## config.mk

```make
export PLATFORM = sky130hd
export DESIGN_NAME = fmpf_front
export DESIGN_NICKNAME = d
export VERILOG_FILES = /design/src/rtl/fmpf_pkg.sv /design/src/rtl/fmpf_front.sv
export SDC_FILE = /design/constraint.sdc
export NUM_CORES = 1
export LEC_CHECK = 0
export BUFFER_PORTS_ARGS = -buffer_cell sky130_fd_sc_hd__buf_2
export CAP_MARGIN = 20
export CORE_MARGIN = 4
export CORE_UTILIZATION = 35
export CTS_CLUSTER_DIAMETER = 120
export DETAILED_ROUTE_END_ITERATION = 16
export GPL_TIMING_DRIVEN = 0
export PLACE_DENSITY_LB_ADDON = 0.3
export SLEW_MARGIN = 5
export SYNTH_ARGS = -nofsm -noshare
export SYNTH_HDL_FRONTEND = slang
export SYNTH_SLANG_ARGS = --single-unit
```

## constraint.sdc

```tcl
create_clock -name clk -period 4.3 [get_ports clk]
set_input_delay 0.215 -clock clk [delete_from_list [all_inputs] [get_ports clk]]
set_output_delay 0.215 -clock clk [all_outputs]
set_load 0.02 [all_outputs]
```

## src/rtl/fmpf_pkg.sv

```systemverilog
// ----------------------------------------------------------------------------
// fmpf_pkg: shared types and constants of the packet filter
// Command and action codes, rule layout, queue item and the rule match test.
// ----------------------------------------------------------------------------
package fmpf_pkg;

  localparam int MAX_RULES_DEF = 64;
  localparam int Q_DEPTH       = 2;
  localparam int Q_PTR_W       = $clog2(Q_DEPTH);
  localparam int Q_CNT_W       = $clog2(Q_DEPTH + 1);
  localparam int LOG_W         = 7;

  localparam logic [1:0] CMD_CHECK  = 2'd0;
  localparam logic [1:0] CMD_ADD    = 2'd1;
  localparam logic [1:0] CMD_REMOVE = 2'd2;

  localparam logic [1:0] ACT_ALLOW = 2'd0;
  localparam logic [1:0] ACT_LOG   = 2'd2;
  localparam logic [1:0] DIR_BOTH  = 2'd2;

  localparam logic [1:0] STAT_OK        = 2'd0;
  localparam logic [1:0] STAT_FULL      = 2'd1;
  localparam logic [1:0] STAT_NOT_FOUND = 2'd2;

  localparam logic [LOG_W-1:0] LOG_MAX = {LOG_W{1'b1}};
  localparam logic [15:0]      ID_MAX  = 16'hFFFF;
  localparam logic [15:0]      ID_FIRST = 16'd1;

  typedef enum logic [1:0] {
    OP_CHECK,
    OP_ADD,
    OP_REMOVE,
    OP_NOP
  } op_t;

  typedef enum logic [1:0] {
    S_IDLE,
    S_SCAN,
    S_FIND,
    S_SHIFT
  } state_t;

  // One rule entry as stored; a packet uses the same layout
  typedef struct packed {
    logic [31:0] src_ip;
    logic [31:0] dst_ip;
    logic [15:0] sport;
    logic [15:0] dport;
    logic [7:0]  proto;
    logic [1:0]  dir;
    logic [1:0]  action;
    logic [15:0] id;
  } rule_t;

  typedef struct packed {
    op_t   op;
    rule_t rule;
  } item_t;

  function automatic logic rule_hit(rule_t r, rule_t p);
    logic ok;
    ok = (r.dir == DIR_BOTH) || (r.dir == p.dir);
    ok = ok && ((r.proto == '0)    || (r.proto == p.proto));
    ok = ok && ((r.src_ip == '0)   || (r.src_ip == p.src_ip));
    ok = ok && ((r.dst_ip == '0)   || (r.dst_ip == p.dst_ip));
    ok = ok && ((r.sport == '0)    || (r.sport == p.sport));
    ok = ok && ((r.dport == '0)    || (r.dport == p.dport));
    return ok;
  endfunction

endpackage

```

## src/rtl/fmpf_front.sv

```systemverilog
// ----------------------------------------------------------------------------
// fmpf_front: input stage of the packet filter
// Accepts input beats, decodes the command and queues the item for the back.
// ----------------------------------------------------------------------------
module fmpf_front (
  input  logic                clk,
  input  logic                rst,
  input  logic                in_valid,
  output logic                in_ready,
  input  logic [1:0]          cmd,
  input  logic [31:0]         src_ip,
  input  logic [31:0]         dst_ip,
  input  logic [15:0]         sport,
  input  logic [15:0]         dport,
  input  logic [7:0]          proto,
  input  logic [1:0]          dir,
  input  logic [1:0]          action,
  input  logic [15:0]         rule_id,
  output logic                q_valid,
  output fmpf_pkg::item_t     q_item,
  input  logic                q_pop
);

  fmpf_pkg::item_t                 slots [fmpf_pkg::Q_DEPTH];
  fmpf_pkg::item_t                 dec;
  logic [fmpf_pkg::Q_PTR_W-1:0]    wr_ptr;
  logic [fmpf_pkg::Q_PTR_W-1:0]    rd_ptr;
  logic [fmpf_pkg::Q_CNT_W-1:0]    fill;
  logic                            push;

  always_comb begin
    unique case (cmd)
      fmpf_pkg::CMD_CHECK:  dec.op = fmpf_pkg::OP_CHECK;
      fmpf_pkg::CMD_ADD:    dec.op = fmpf_pkg::OP_ADD;
      fmpf_pkg::CMD_REMOVE: dec.op = fmpf_pkg::OP_REMOVE;
      default:              dec.op = fmpf_pkg::OP_NOP;
    endcase
    dec.rule.src_ip = src_ip;
    dec.rule.dst_ip = dst_ip;
    dec.rule.sport  = sport;
    dec.rule.dport  = dport;
    dec.rule.proto  = proto;
    dec.rule.dir    = dir;
    dec.rule.action = action;
    dec.rule.id     = rule_id;
  end

  assign in_ready = (fill != fmpf_pkg::Q_CNT_W'(fmpf_pkg::Q_DEPTH));
  assign push     = in_valid && in_ready;
  assign q_valid  = (fill != '0);
  assign q_item   = slots[rd_ptr];

  always_ff @(posedge clk) begin
    if (push) begin
      slots[wr_ptr] <= dec;
    end
  end

  always_ff @(posedge clk) begin
    if (rst) begin
      wr_ptr <= '0;
      rd_ptr <= '0;
      fill   <= '0;
    end else begin
      if (push) begin
        wr_ptr <= wr_ptr + 1'b1;
      end
      if (q_pop) begin
        rd_ptr <= rd_ptr + 1'b1;
      end
      fill <= fill + fmpf_pkg::Q_CNT_W'(push) - fmpf_pkg::Q_CNT_W'(q_pop);
    end
  end

  pop_needs_item: assert property (@(posedge clk) disable iff (rst)
    q_pop |-> q_valid)
    else $error("queue popped while empty");

endmodule

```

After elaboration in Yosys (flattened, before gate mapping). Memory sizes are Yosys's and may differ from the RTL's. A register that Yosys moved wholly into a read port is not among the register bits. Index checks and enable logic that the tools add are counted.

Register bits after elaboration: 4. Memories kept: 1. Bits in writable memories: 252.

Memory list: slots (words 2, bits a word 126, rd ports 1, clocked after Yosys merged registers in 1, wr ports 1, RTL line fmpf_front.sv:24) `fmpf_pkg::item_t slots [fmpf_pkg::Q_DEPTH];`.

Reductions and logical operators: 3. Add/subtract/negate cells: 4. Multiplexer cells: 5. Equality and inequality tests: 3.

Operators by type and width (count): one-hot mux 2 bit (3 select lines) (1); two-way mux 1 bit (4); adder 1 bit, second input constant (2); adder 2 x 1 -> 2 bit (1); equality test 2 x 1 -> 1 bit, second input constant (1); equality test 2 bit, second input constant (1); zero test 2 bit (1); != test 2 bit, second input constant (1); nonzero test 2 bit (1); subtractor 2 x 1 -> 2 bit (1); logical AND 1 bit (1).

Depth between registers and ports, before layout. Gate-level depths: netlist of run 1.

Depth after elaboration: 4. Mapped depth: 7. Gate-level depth less buffers: 7.

Worst setup path before layout of run 1. OpenSTA, ideal clock, no wires.

Kind: register to register. Start: register fill[0] in the netlist's numbering. End: memory slots[0][0] in the netlist's numbering (enable). Library setup time: 479 ps. Path buffers: 0. Clock period less this slack: 3694 ps. Slack: 606 ps. Stages on the path, launching flop included: 4. Arrival: 3215 ps. Cell sequence: dfxtp_1 -> nand2b_1 -> nand3b_1 -> inv_1.

Cells in the longest elaborated chain, start to end: 4.

Ends and longest elaborated chain: start, declared (RTL line fmpf_front.sv:28) `logic [fmpf_pkg::Q_CNT_W-1:0] fill;`; start signal, assigned (RTL line fmpf_front.sv:71) `fill <= fill + fmpf_pkg::Q_CNT_W'(push) - fmpf_pkg::Q_CNT_W'(q_pop);`; != test 2 bit (RTL line fmpf_front.sv:48) `assign in_ready = (fill != fmpf_pkg::Q_CNT_W'(fmpf_pkg::Q_DEPTH));`; via in_ready (RTL line fmpf_front.sv:9) `output logic in_ready,`; logical AND 1 bit (RTL line fmpf_front.sv:49) `assign push = in_valid && in_ready;`; two-way mux 1 bit (RTL line fmpf_front.sv:54) `if (push) begin`; two-way mux 1 bit (not written as such) (RTL line fmpf_front.sv:55) `slots[wr_ptr] <= dec;`; end, declared (RTL line fmpf_front.sv:24).

The timed path passes the listed nets, and every way through them passes these cells.

==> results of run 1 <==
through the flow:
step	hold WS [ns]	setup WS, ns
2_1_floorplan	0.284	0.606
3_3_place_gp	0.403	-0.441
3_5_place_dp	0.406	2.27
4_1_cts	0.00482	1.97
5_1_grt	0.0450	1.93
6_report	0.0347	2.07
state kept, by name (all words and copies together), names as in the netlist, named ones only:
name,flops
slots,252
wr_ptr,1
rd_ptr,1
fill,2
timing repair:
item                                    4_1_cts  5_1_grt
endpoints found under the hold margin       256        0
endpoints found under the setup margin        0        0
setup buffers                                 0        0
hold buffers                                127        0
worst register-to-register path: cells and delay by family (launching register included):
kind	cells	cell delay, ns
buffers and inverters	2	0.86
flip-flops	1	0.36
AND/OR/NAND/NOR	2	0.40
worst max-delay path by stage:
| stage | startpoint | to | slack [ns] | depth (start not counted) |
|---|---|---|---|---|
| 2_1_floorplan | fill[0]$_SDFF_PP0_ | slots[0][0]$_DFFE_PP_ | 0.61 | 3 |
| 3_3_place_gp | fill[0]$_SDFF_PP0_ | slots[0][115]$_DFFE_PP_ | -0.44 | 3 |
| 3_5_place_dp | fill[0]$_SDFF_PP0_ | slots[0][115]$_DFFE_PP_ | 2.27 | 4 |
| 4_1_cts | flop | q_item[87] | 1.97 | 5 |
| 5_1_grt | flop | q_item[85] | 1.93 | 5 |
| 6_report | flop | q_item[83] | 2.07 | 5 |
cells by family after synthesis:
group                    synth area share (%)
AO/OA/AOI/OAI                           0.334
XOR/XNOR                                0.187
adder cells (fa/ha/maj)                 0.134
AND/OR/NAND/NOR                         0.923
buffers and inverters                    1.28
flip-flops                               82.0
multiplexers                             15.2
synthesized netlist by cell type:
cell       number  share of area, %
xnor2_1         2              0.19
a2111oi_0       1             0.094
a21boi_1        1             0.080
edfxtp_1      252                81
ha_1            1              0.13
a21bo_2         1              0.11
buf_2           9              0.48
buf_6           5              0.60
a21oi_1         1             0.053
or4_1           1             0.080
nor2_1          2             0.080
nand4b_1        2              0.19
or2_2           1             0.067
inv_1           3              0.12
dfxtp_1         5               1.1
or4b_1          1              0.11
nor2b_1         1             0.067
mux2_2         86                10
and3_2          1             0.080
clkbuf_1        2             0.080
nand2_1         1             0.040
nand2b_1        2              0.13
nand3b_1        1             0.080
mux2_1         40               4.8
per-layer routing:
layer  up-vias  global-route usage (%)
met5         -                       0
met4         0                    3.86
met3        42                    3.88
met2       181                    22.6
met1      2552                    14.7
li1       2513                       -
cell type report:
type | instances | share of cell area [%]
buffer | 16 | 0.819
clock buffer | 36 | 5.66
clock inverter | 13 | 0.932
inverter | 3 | 0.122
multi-input combinational | 146 | 11.8
sequential | 257 | 57.7
tap | 335 | 3.15
timing repair buffer | 385 | 19.8
power groups by stage:
stage	combinational [mW]	sequential (mW)	clock, mW
global placement	0.844	3.12	0
finish	0.965	3.04	2.24
floorplan	0.543	3.10	0
global route	1.04	3.06	2.42
detailed placement	0.884	3.10	0
CTS	0.982	3.05	2.31
==> results by group, run 1 <==
Hold path
  – Min-Delay Path Depth: 3
  – Worst min-delay path category: input pin to flop
  – Hold Crit Start: q_pop

Clocking
  – H-tree levels: 1
  – Post-CTS Resized: 0
  – Clk_lat worst skew: ~0.52 ns
  – CTS Buffer Depth: 3
  – Clk sinks: about 260
  – Clock transition at path regs: 0.05 ns
  – TritonCTS clock tree: built
  – CTS root buf: clkbuf_16
  – CTS Buf Count: 28

Final layout
  – Commonest cells after routing, fill and taps aside: 264 x buf_2, 252 x edfxtp_1, 127 x dlygate4sd3_1
  – Layout cells sized above 1: between 40% and 50%
  – Multi-input gate area: roughly 1600 µm²
  – Final Util: between 50 and 60%
  – Register area: around 7700 µm²
  – Number of diodes: 0
  – Non-filler cells, final: around 1,200
  – Number of fill cells: 2,112
  – # nets final: between 900 and 1,000
  – Commonest non-fill, non-tap cell in the layout: buf_2
  – Final instance area: approximately 13,000 µm²
  – Area grow syn2layout: 42.1%

Place
  – Final HPWL DP: about 13,000 µm
  – GPL Wtd Cong: 0.725
  – PortBufs: between 200 and 300
  – Post-DP Area: approximately 11,000 µm²
  – Inst Count DP: 1,015

Timing
  – Hold Fails Final Rpt: 0
  – RSZ-0062 raised after global routing: no
  – Tcrit/Tclk final: ~52%
  – Max frequency: about 450 MHz
  – Min Tclk post-route: between 2 and 2.5 ns
  – Clk_skew: between 0.008 and 0.009 ns
  – Post-route setup TNS: 0 ns
  – Slew @ Worst Pin: between 0.6 and 0.7 ns
  – Final setup fails: 0
  – Worst relative slew slack: between 50 and 60%
  – Pins over their slew limit: 0

Synth
  – Syn Area/Cell: 22.2 µm²
  – Synthesis warning total: 0
  – Unique masters post-synth: 24
  – Register bit total from synthesis: around 260
  – Post-synthesis cell area: between 9000 and 10,000 µm²
  – Syn nets: 553
  – Post-Synthesis Cells: 422
  – Register area share after synthesis: between 80% and 90%

Pwr
  – Switching part of the total power: 24.0%
  – P_sw: about 1.5 mW
  – Max VDD drop: ~0.36 mV
  – Total power: ~6.3 mW
  – Internal cell power: 4.75 mW
  – Clock power share: 35.9%
  – Combinational power share: 15.4%
  – P per Cell Area: 470 nW/µm²
  – Reg power frac: between 40 and 50%
  – LEAKAGE: 5.01 nW

Floorplanning
  – Row Count: between 50 and 60
  – DIE WIDTH: 171 µm
  – Core area: 26,200 µm²
  – Initial core utilization: between 30 and 40%
  – # IOs: 258
  – Die Ht: 171 µm
  – Die Area: between 20,000 and 30,000 µm²

Detailed routing
  – Drt first pass iters: 4
  – WL met3: 1470 µm
  – Top Layer Used: met4
  – # DRC: 0
  – DR iter-0 viols: approximately 170
  – M1 wire length: between 7000 and 8000 µm
  – Vias: between 5,000 and 6,000
  – Post-Route WL: slightly below 20,000 µm
  – Final antenna-violating net count: 0
  – WL/cell: between 15 and 20 µm
  – Routed wl met2: between 9000 and 10,000 µm
  – Post-DR vias/cell: about 4.4

Setup path
  – WP data required: between 4 and 5 ns
  – Worst Path Arrival: between 2 and 2.5 ns
  – CP max FO: 10
  – RR Startpoint: fill[0]$_SDFF_PP0_
  – Critical Path Sink Type: primary output
  – CP cell instances: buf_2, buf_6, buf_6, mux2_1, buf_2
  – R2r endpoint: slots[0][118]$_DFFE_PP_
  – Family with the most delay on the worst path: buffers and inverters
  – Setup CP Type: flop to primary output
  – Startpoint Class: flop
  – R2R setup slack: about 2.3 ns
  – Reg2Reg Depth: 4
  – Slowest cell on crit path: mux2_1
  – CP max stage delay: 0.34 ns
  – Bufs and invs on worst path: 4

GRT
  – Vias in the first global route: between 5,000 and 6,000
  – First-pass GRT wire length: about 30,000 µm
  – GRT Util Overall: 12.7%
  – Global route overflow: 0
  – Largest net degree at the start of global routing: 67
  – Initial antenna violation count: 0

Outcome
  – Outcome: complete, no violations

Flow run
  – Max-Cap Viols: 0
Power figures use the tool's default switching activity.
==> inputs of run 2 (changes only) <==
clock period = 1.9 ns   (was 4.3 ns; I/O delays follow)
==> run 2 against run 1 <==
  * Clock power is 120% higher
  * Combinational power grew to 2.8 times the previous value
  * Global-route usage is 0.23 points higher
  * Count of clock-buffer cells in the layout is 2 lower
  * Critical path depth stayed put
  * Clock skew is 0.00085 ns lower
  * Register-to-register slack worse by 2.1 ns
  * Critical path type unchanged
  * Largest power group unchanged
==> results by group, run 2 (synthesized netlist as in run 1, its figures left out) <==
Outcome
  – Outcome: complete, no violations

Detailed routing
  – WL/cell: between 15 and 20 µm
  – Vias: roughly 5,500
  – Post-DR vias/cell: around 4.5
  – DR iter-0 viols: 233
  – Drt first pass iters: 4
  – Post-Route WL: roughly 21,000 µm
  – # DRC: 0
  – Final antenna-violating net count: 0

Final layout
  – Number of diodes: 0
  – Number of fill cells: between 2,000 and 2,500
  – Leading registers by flop count: slots (252), fill (2)
  – # nets final: 983
  – Area grow syn2layout: 49.9%
  – Commonest non-fill, non-tap cell in the layout: edfxtp_1
  – Top reg by flops: slots
  – Final instance area: roughly 14,000 µm²
  – Final Util: roughly 53%
  – Max reg flops: between 200 and 300
  – Commonest cells after routing, fill and taps aside: 252 x edfxtp_1, 214 x buf_2, 129 x dlygate4sd3_1
  – Layout cells sized above 1: 52.7%

Pwr
  – Reg power frac: a little under half
  – P per Cell Area: 1030 nW/µm²
  – P_sw: about 3.5 mW
  – Combinational power share: roughly 18%
  – Clock power share: 33.7%
  – LEAKAGE: approximately 5.4 nW
  – Max VDD drop: 0.761 mV
  – Internal cell power: about 11 mW
  – Total power: between 10 and 15 mW
  – Switching part of the total power: between 20% and 30%

Setup path
  – R2R setup slack: 0.13 ns
  – CP max stage delay: approximately 0.37 ns
  – Critical Path Sink Type: primary output
  – Bufs and invs on worst path: 4
  – CP max FO: 7
  – Worst Path Arrival: about 1.8 ns
  – Reg2Reg Depth: 5
  – Setup CP Type: flop to primary output
  – Family with the most delay on the worst path: buffers and inverters
  – Slowest cell on crit path: dfxtp_4
  – WP data required: around 1.8 ns
  – R2r endpoint: slots[0][100]$_DFFE_PP_
  – RR Startpoint: fill[0]$_SDFF_PP0_
  – Startpoint Class: flop
  – CP cell instances: buf_12, buf_16, clkbuf_16, mux2_4, buf_6

Clocking
  – Clock transition at path regs: about 0.060 ns
  – H-tree levels: 1
  – CTS root buf: clkbuf_16
  – CTS Buf Count: 27
  – Clk_lat worst skew: roughly 0.5 ns
  – TritonCTS clock tree: built
  – CTS Buffer Depth: 3
  – Clk sinks: roughly 260

Place
  – Post-DP Area: roughly 11,000 µm²
  – PortBufs: about 260
  – Final HPWL DP: around 13,000 µm
  – GPL Wtd Cong: roughly 0.72
  – Worst slack, placed: -0.218 ns

Timing
  – Max frequency: 529 MHz
  – Post-route setup TNS: 0 ns
  – Setup ws final: 0.00996 ns
  – Clk_skew: roughly 0.008 ns
  – Min Tclk post-route: between 1.5 and 2 ns
  – Final setup fails: 0
  – Tcrit/Tclk final: between 90% and 100%
  – Slew @ Worst Pin: about 0.36 ns
  – Hold Fails Final Rpt: 0
  – Worst relative slew slack: 75.8%
  – Pins over their slew limit: 0
  – RSZ-0062 raised after global routing: yes

Floorplanning
  – Initial core utilization: about 36%
  – DIE WIDTH: about 170 µm
  – Die Ht: between 150 and 200 µm
  – Die Area: a little under 30,000 µm²
  – # IOs: ~260
  – Row Count: slightly below 60
  – Core area: 26,200 µm²

GRT
  – Vias in the first global route: 5,970
  – Global route overflow: 0
  – Largest net degree at the start of global routing: 61
  – First-pass GRT wire length: 30,600 µm
  – Initial antenna violation count: 0
  – GRT Util Overall: between 10% and 20%

Flow run
  – Max-Cap Viols: 0

Hold path
  – Min-Delay Path Depth: 2
  – Worst min-delay path category: input pin to flop
  – Hold Crit Start: dst_ip[1]
  – Hold path endpoint: slots[1][61]$_DFFE_PP_
## run 2: cell count changes in the layout (fill, tap and decap cells not counted), moves of 4 or more
cell,change
buf_2,-50
buf_12,+7
mux2_1,-37
mux2_4,+38
clkbuf_16,+4
buf_4,+8
buf_6,+38
clkinv_2,+5
## run 2: what timing repair did
item / CTS / global route
resized for setup: 6 / 158
hold endpoints to repair: 257 / 0
setup buffers: 2 / 2
cloned: 1 / 7
endpoints found under the setup margin: 228 / 120
hold buffers: 129 / 0
## run 2: per-layer routing
layer / wire (µm) / share of wire [%] / vias to the layer above / track usage [%]
met5: 0 / 0 / - / 0
met4: 550 / 2.6 / 0 / 3.41
met3: 1440 / 6.9 / 40 / 3.70
met2: 11000 / 53 / 180 / 23.8
met1: 7870 / 38 / 2716 / 14.7
li1: - / - / 2544 / -
## run 2: worst max-delay path by stage
stage	startpoint	endpoint	slack (ns)	depth (start not counted)
final	flop	q_item[113]	0.01	5
after detailed placement	fill[0]$_SDFF_PP0_	slots[0][97]$_DFFE_PP_	-0.22	5
after global routing	flop	q_item[111]	-0.04	5
after CTS	flop	q_item[33]	-0.09	4
after floorplan	fill[0]$_SDFF_PP0_	slots[0][0]$_DFFE_PP_	-1.00	3
after global placement	fill[0]$_SDFF_PP0_	slots[0][97]$_DFFE_PP_	-1.93	3
## run 2: worst reg2reg max path, cell delays in order, from the launching register on
cell and delay (ns):
dfxtp_2 0.35, nand2b_4 0.15, nand3b_1 0.26, clkinvlp_4 0.22, buf_16 0.19, buf_12 0.25
## run 2: metrics by stage
stage          hold slack (ns)  instances
2_1_floorplan            0.159        422
3_3_place_gp             0.282       1012
3_5_place_dp             0.287       1017
4_1_cts                  0.273       1197
5_1_grt                  0.286       1206
6_report                 0.298       1206
## run 2: power by group through the flow
stage,Clock [mW],Combinational [mW],Sequential [mW]
final,4.87,2.66,6.91
after global routing,5.25,2.83,6.95
after CTS,5.01,2.29,6.90
after detailed placement,0,2.04,7.02
after global placement,0,1.92,7.04
after floorplan,0,1.24,7.01
## run 2: final cells by class
class	count	area [µm²]	share of cell area, %
Tap cell	335	419	2.99
Timing Repair inverter	1	7.51	0.0536
Timing Repair Buffer	400	3130	22.4
Clock inverter	14	98.8	0.705
Sequential cell	257	7670	54.7
Buffer	16	218	1.55
Inverter	3	15.0	0.107
Clock buffer	34	732	5.22
Multi-Input combinational cell	146	1720	12.3
==> inputs of run 3 (changes only) <==
BUFFER_PORTS_ARGS = unset   (was -buffer_cell sky130_fd_sc_hd__buf_2)
DONT_BUFFER_PORTS = 1   (was unset)
==> run 3 against run 2 <==
  * The flow now finishes with violations (hold timing)
  * Die area is the same
  * Final area shrank 12%
  * Total power grew 1.5%
  * Global-route usage shrank 0.62 points
  * Flip-flop and latch count is the same
  * Clock power grew 19%
  * Count of clock-buffer cells in the layout grew 2
  * Critical endpoint is now q_item[55]
==> results by group, run 3 (synthesized netlist as in run 1, its figures left out) <==
Timing
  – Min Tclk post-route: 1.84 ns
  – Hold Slack: -0.0434 ns
  – Max frequency: 544 MHz
  – Tcrit/Tclk final: 96.8%
  – Hold Fails Final Rpt: 1
  – Setup ws final: 0.0606 ns
  – Worst relative slew slack: between 60% and 70%
  – Clk_skew: around 0.0073 ns
  – RSZ-0062 raised after global routing: yes
  – Slew @ Worst Pin: between 0.4 and 0.5 ns
  – Post-route setup TNS: 0 ns
  – Final setup fails: 0
  – Pins over their slew limit: 0

Floorplanning
  – # IOs: roughly 260
  – Die Ht: around 170 µm
  – Core area: approximately 26,000 µm²
  – DIE WIDTH: between 150 and 200 µm
  – Initial core utilization: 35.7%
  – Die Area: approximately 29,000 µm²
  – Row Count: a little under 60

Clocking
  – TritonCTS clock tree: built
  – H-tree levels: 1
  – CTS Buf Count: 28
  – CTS Buffer Depth: 3
  – Clock transition at path regs: about 0.06 ns
  – Clk_lat worst skew: 0.52 ns
  – CTS root buf: clkbuf_16
  – Clk sinks: ~260

Final layout
  – Area grow syn2layout: 32.5%
  – # nets final: approximately 720
  – Commonest cells after routing, fill and taps aside: 252 x edfxtp_1, 129 x dlygate4sd3_1, 96 x mux2_2
  – Commonest non-fill, non-tap cell in the layout: edfxtp_1
  – Leading registers by flop count: slots (252), fill (2)
  – Top reg by flops: slots
  – Non-filler cells, final: 948
  – Layout cells sized above 1: 33.0%
  – Max reg flops: roughly 250
  – Number of diodes: 0

Setup path
  – Setup CP Type: flop to primary output
  – Critical Path Sink Type: primary output
  – CP max FO: 10
  – Startpoint Class: flop
  – WP data required: approximately 1.8 ns
  – Worst Path Arrival: about 1.7 ns
  – RR Startpoint: fill[0]$_SDFF_PP0_
  – R2R setup slack: 0.10 ns

Pwr
  – Total power: ~15 mW
  – P per Cell Area: about 1200 nW/µm²
  – LEAKAGE: between 4 and 5 nW
  – Max VDD drop: about 0.75 mV

GRT
  – GRT Util Overall: 12.3%
  – Largest net degree at the start of global routing: 64
  – Global route overflow: 0
  – Initial antenna violation count: 0
  – First-pass GRT wire length: approximately 28,000 µm
  – Vias in the first global route: 4,866

Place
  – Inst Count DP: 762
  – GPL Wtd Cong: about 0.7
  – PortBufs: 0
  – Final HPWL DP: 12,300 µm
  – Worst slack, placed: -0.355 ns

Flow run
  – Max-Cap Viols: 0

Hold path
  – Worst min-delay path category: input pin to flop
  – Hold Crit Start: q_pop

Detailed routing
  – Vias: approximately 4,500
  – WL/cell: between 20 and 25 µm
  – Final antenna-violating net count: 0
  – Post-DR vias/cell: roughly 4.7
  – # DRC: 0
  – Post-Route WL: a little under 20,000 µm
  – DR iter-0 viols: approximately 160
  – Drt first pass iters: 4

Outcome
  – Failing checks: hold timing
  – Outcome: complete, but fails checks
## run 3: changes by cell type in the layout (fill, tap and decap cells not counted), sizes merged
cell	previous run	this run
clkbuf	43	38
buf	278	23
bufinv	1	6
clkinv	12	9
## run 3: what timing repair did
action / 4_1_cts / 5_1_grt
hold endpoints to repair: 262 / 0
hold buffers: 130 / 0
cloned: 1 / 0
buffers inserted: 2 / 2
endpoints found under the setup margin: 223 / 122
pin swaps: 0 / 1
gates resized for setup: 79 / 1
## run 3: area by class of cell
cell class	instances	area, µm²
plain buffers	16	141
clock buffers	36	782
clock inverters	16	236
fillers	2128	13800
inverters	3	15.0
multi-input cells	146	1690
flip-flops and latches	257	7670
well taps	335	419
repair buffers	138	1440
repair inverters	1	7.51
## run 3: power by group
group	switching, mW	leakage [nW]	internal (mW)
clock	2.07	0.497	3.71
sequential	0.114	2.39	6.79
combinational	1.21	1.34	0.760
total	3.39	4.23	11.3
## run 3: worst max-delay path, cell delays in order (launching register included)
cell and delay (ns):
dfxtp_1 0.32, buf_6 0.17, buf_2 0.29, mux2_2 0.44
## run 3: path summary, 6_finish.rpt
check             cells past startpoint             endpoint
hold / removal                        3   fill[0]$_SDFF_PP0_
setup / recovery                      3           q_item[55]
hold reg to reg                       2  rd_ptr$_SDFFE_PP0P_
setup reg to reg                      7   fill[1]$_SDFF_PP0_
## run 3: routing by layer
metal | wire (µm) | vias up | track usage, %
met5 | 0 | - | 0
met4 | 497 | 0 | 3.41
met3 | 1640 | 32 | 4.39
met2 | 10100 | 175 | 22.3
met1 | 6990 | 2225 | 13.7
li1 | - | 2019 | -
## run 3: stage by stage
stage / instance area [µm²] / utilization, %
after global routing: 12400 / 47.3
after floorplan: 9370 / -
after global placement: 9790 / 37.3
after detailed placement: 9910 / 37.8
final: 12400 / 47.3
after CTS: 12400 / 47.3
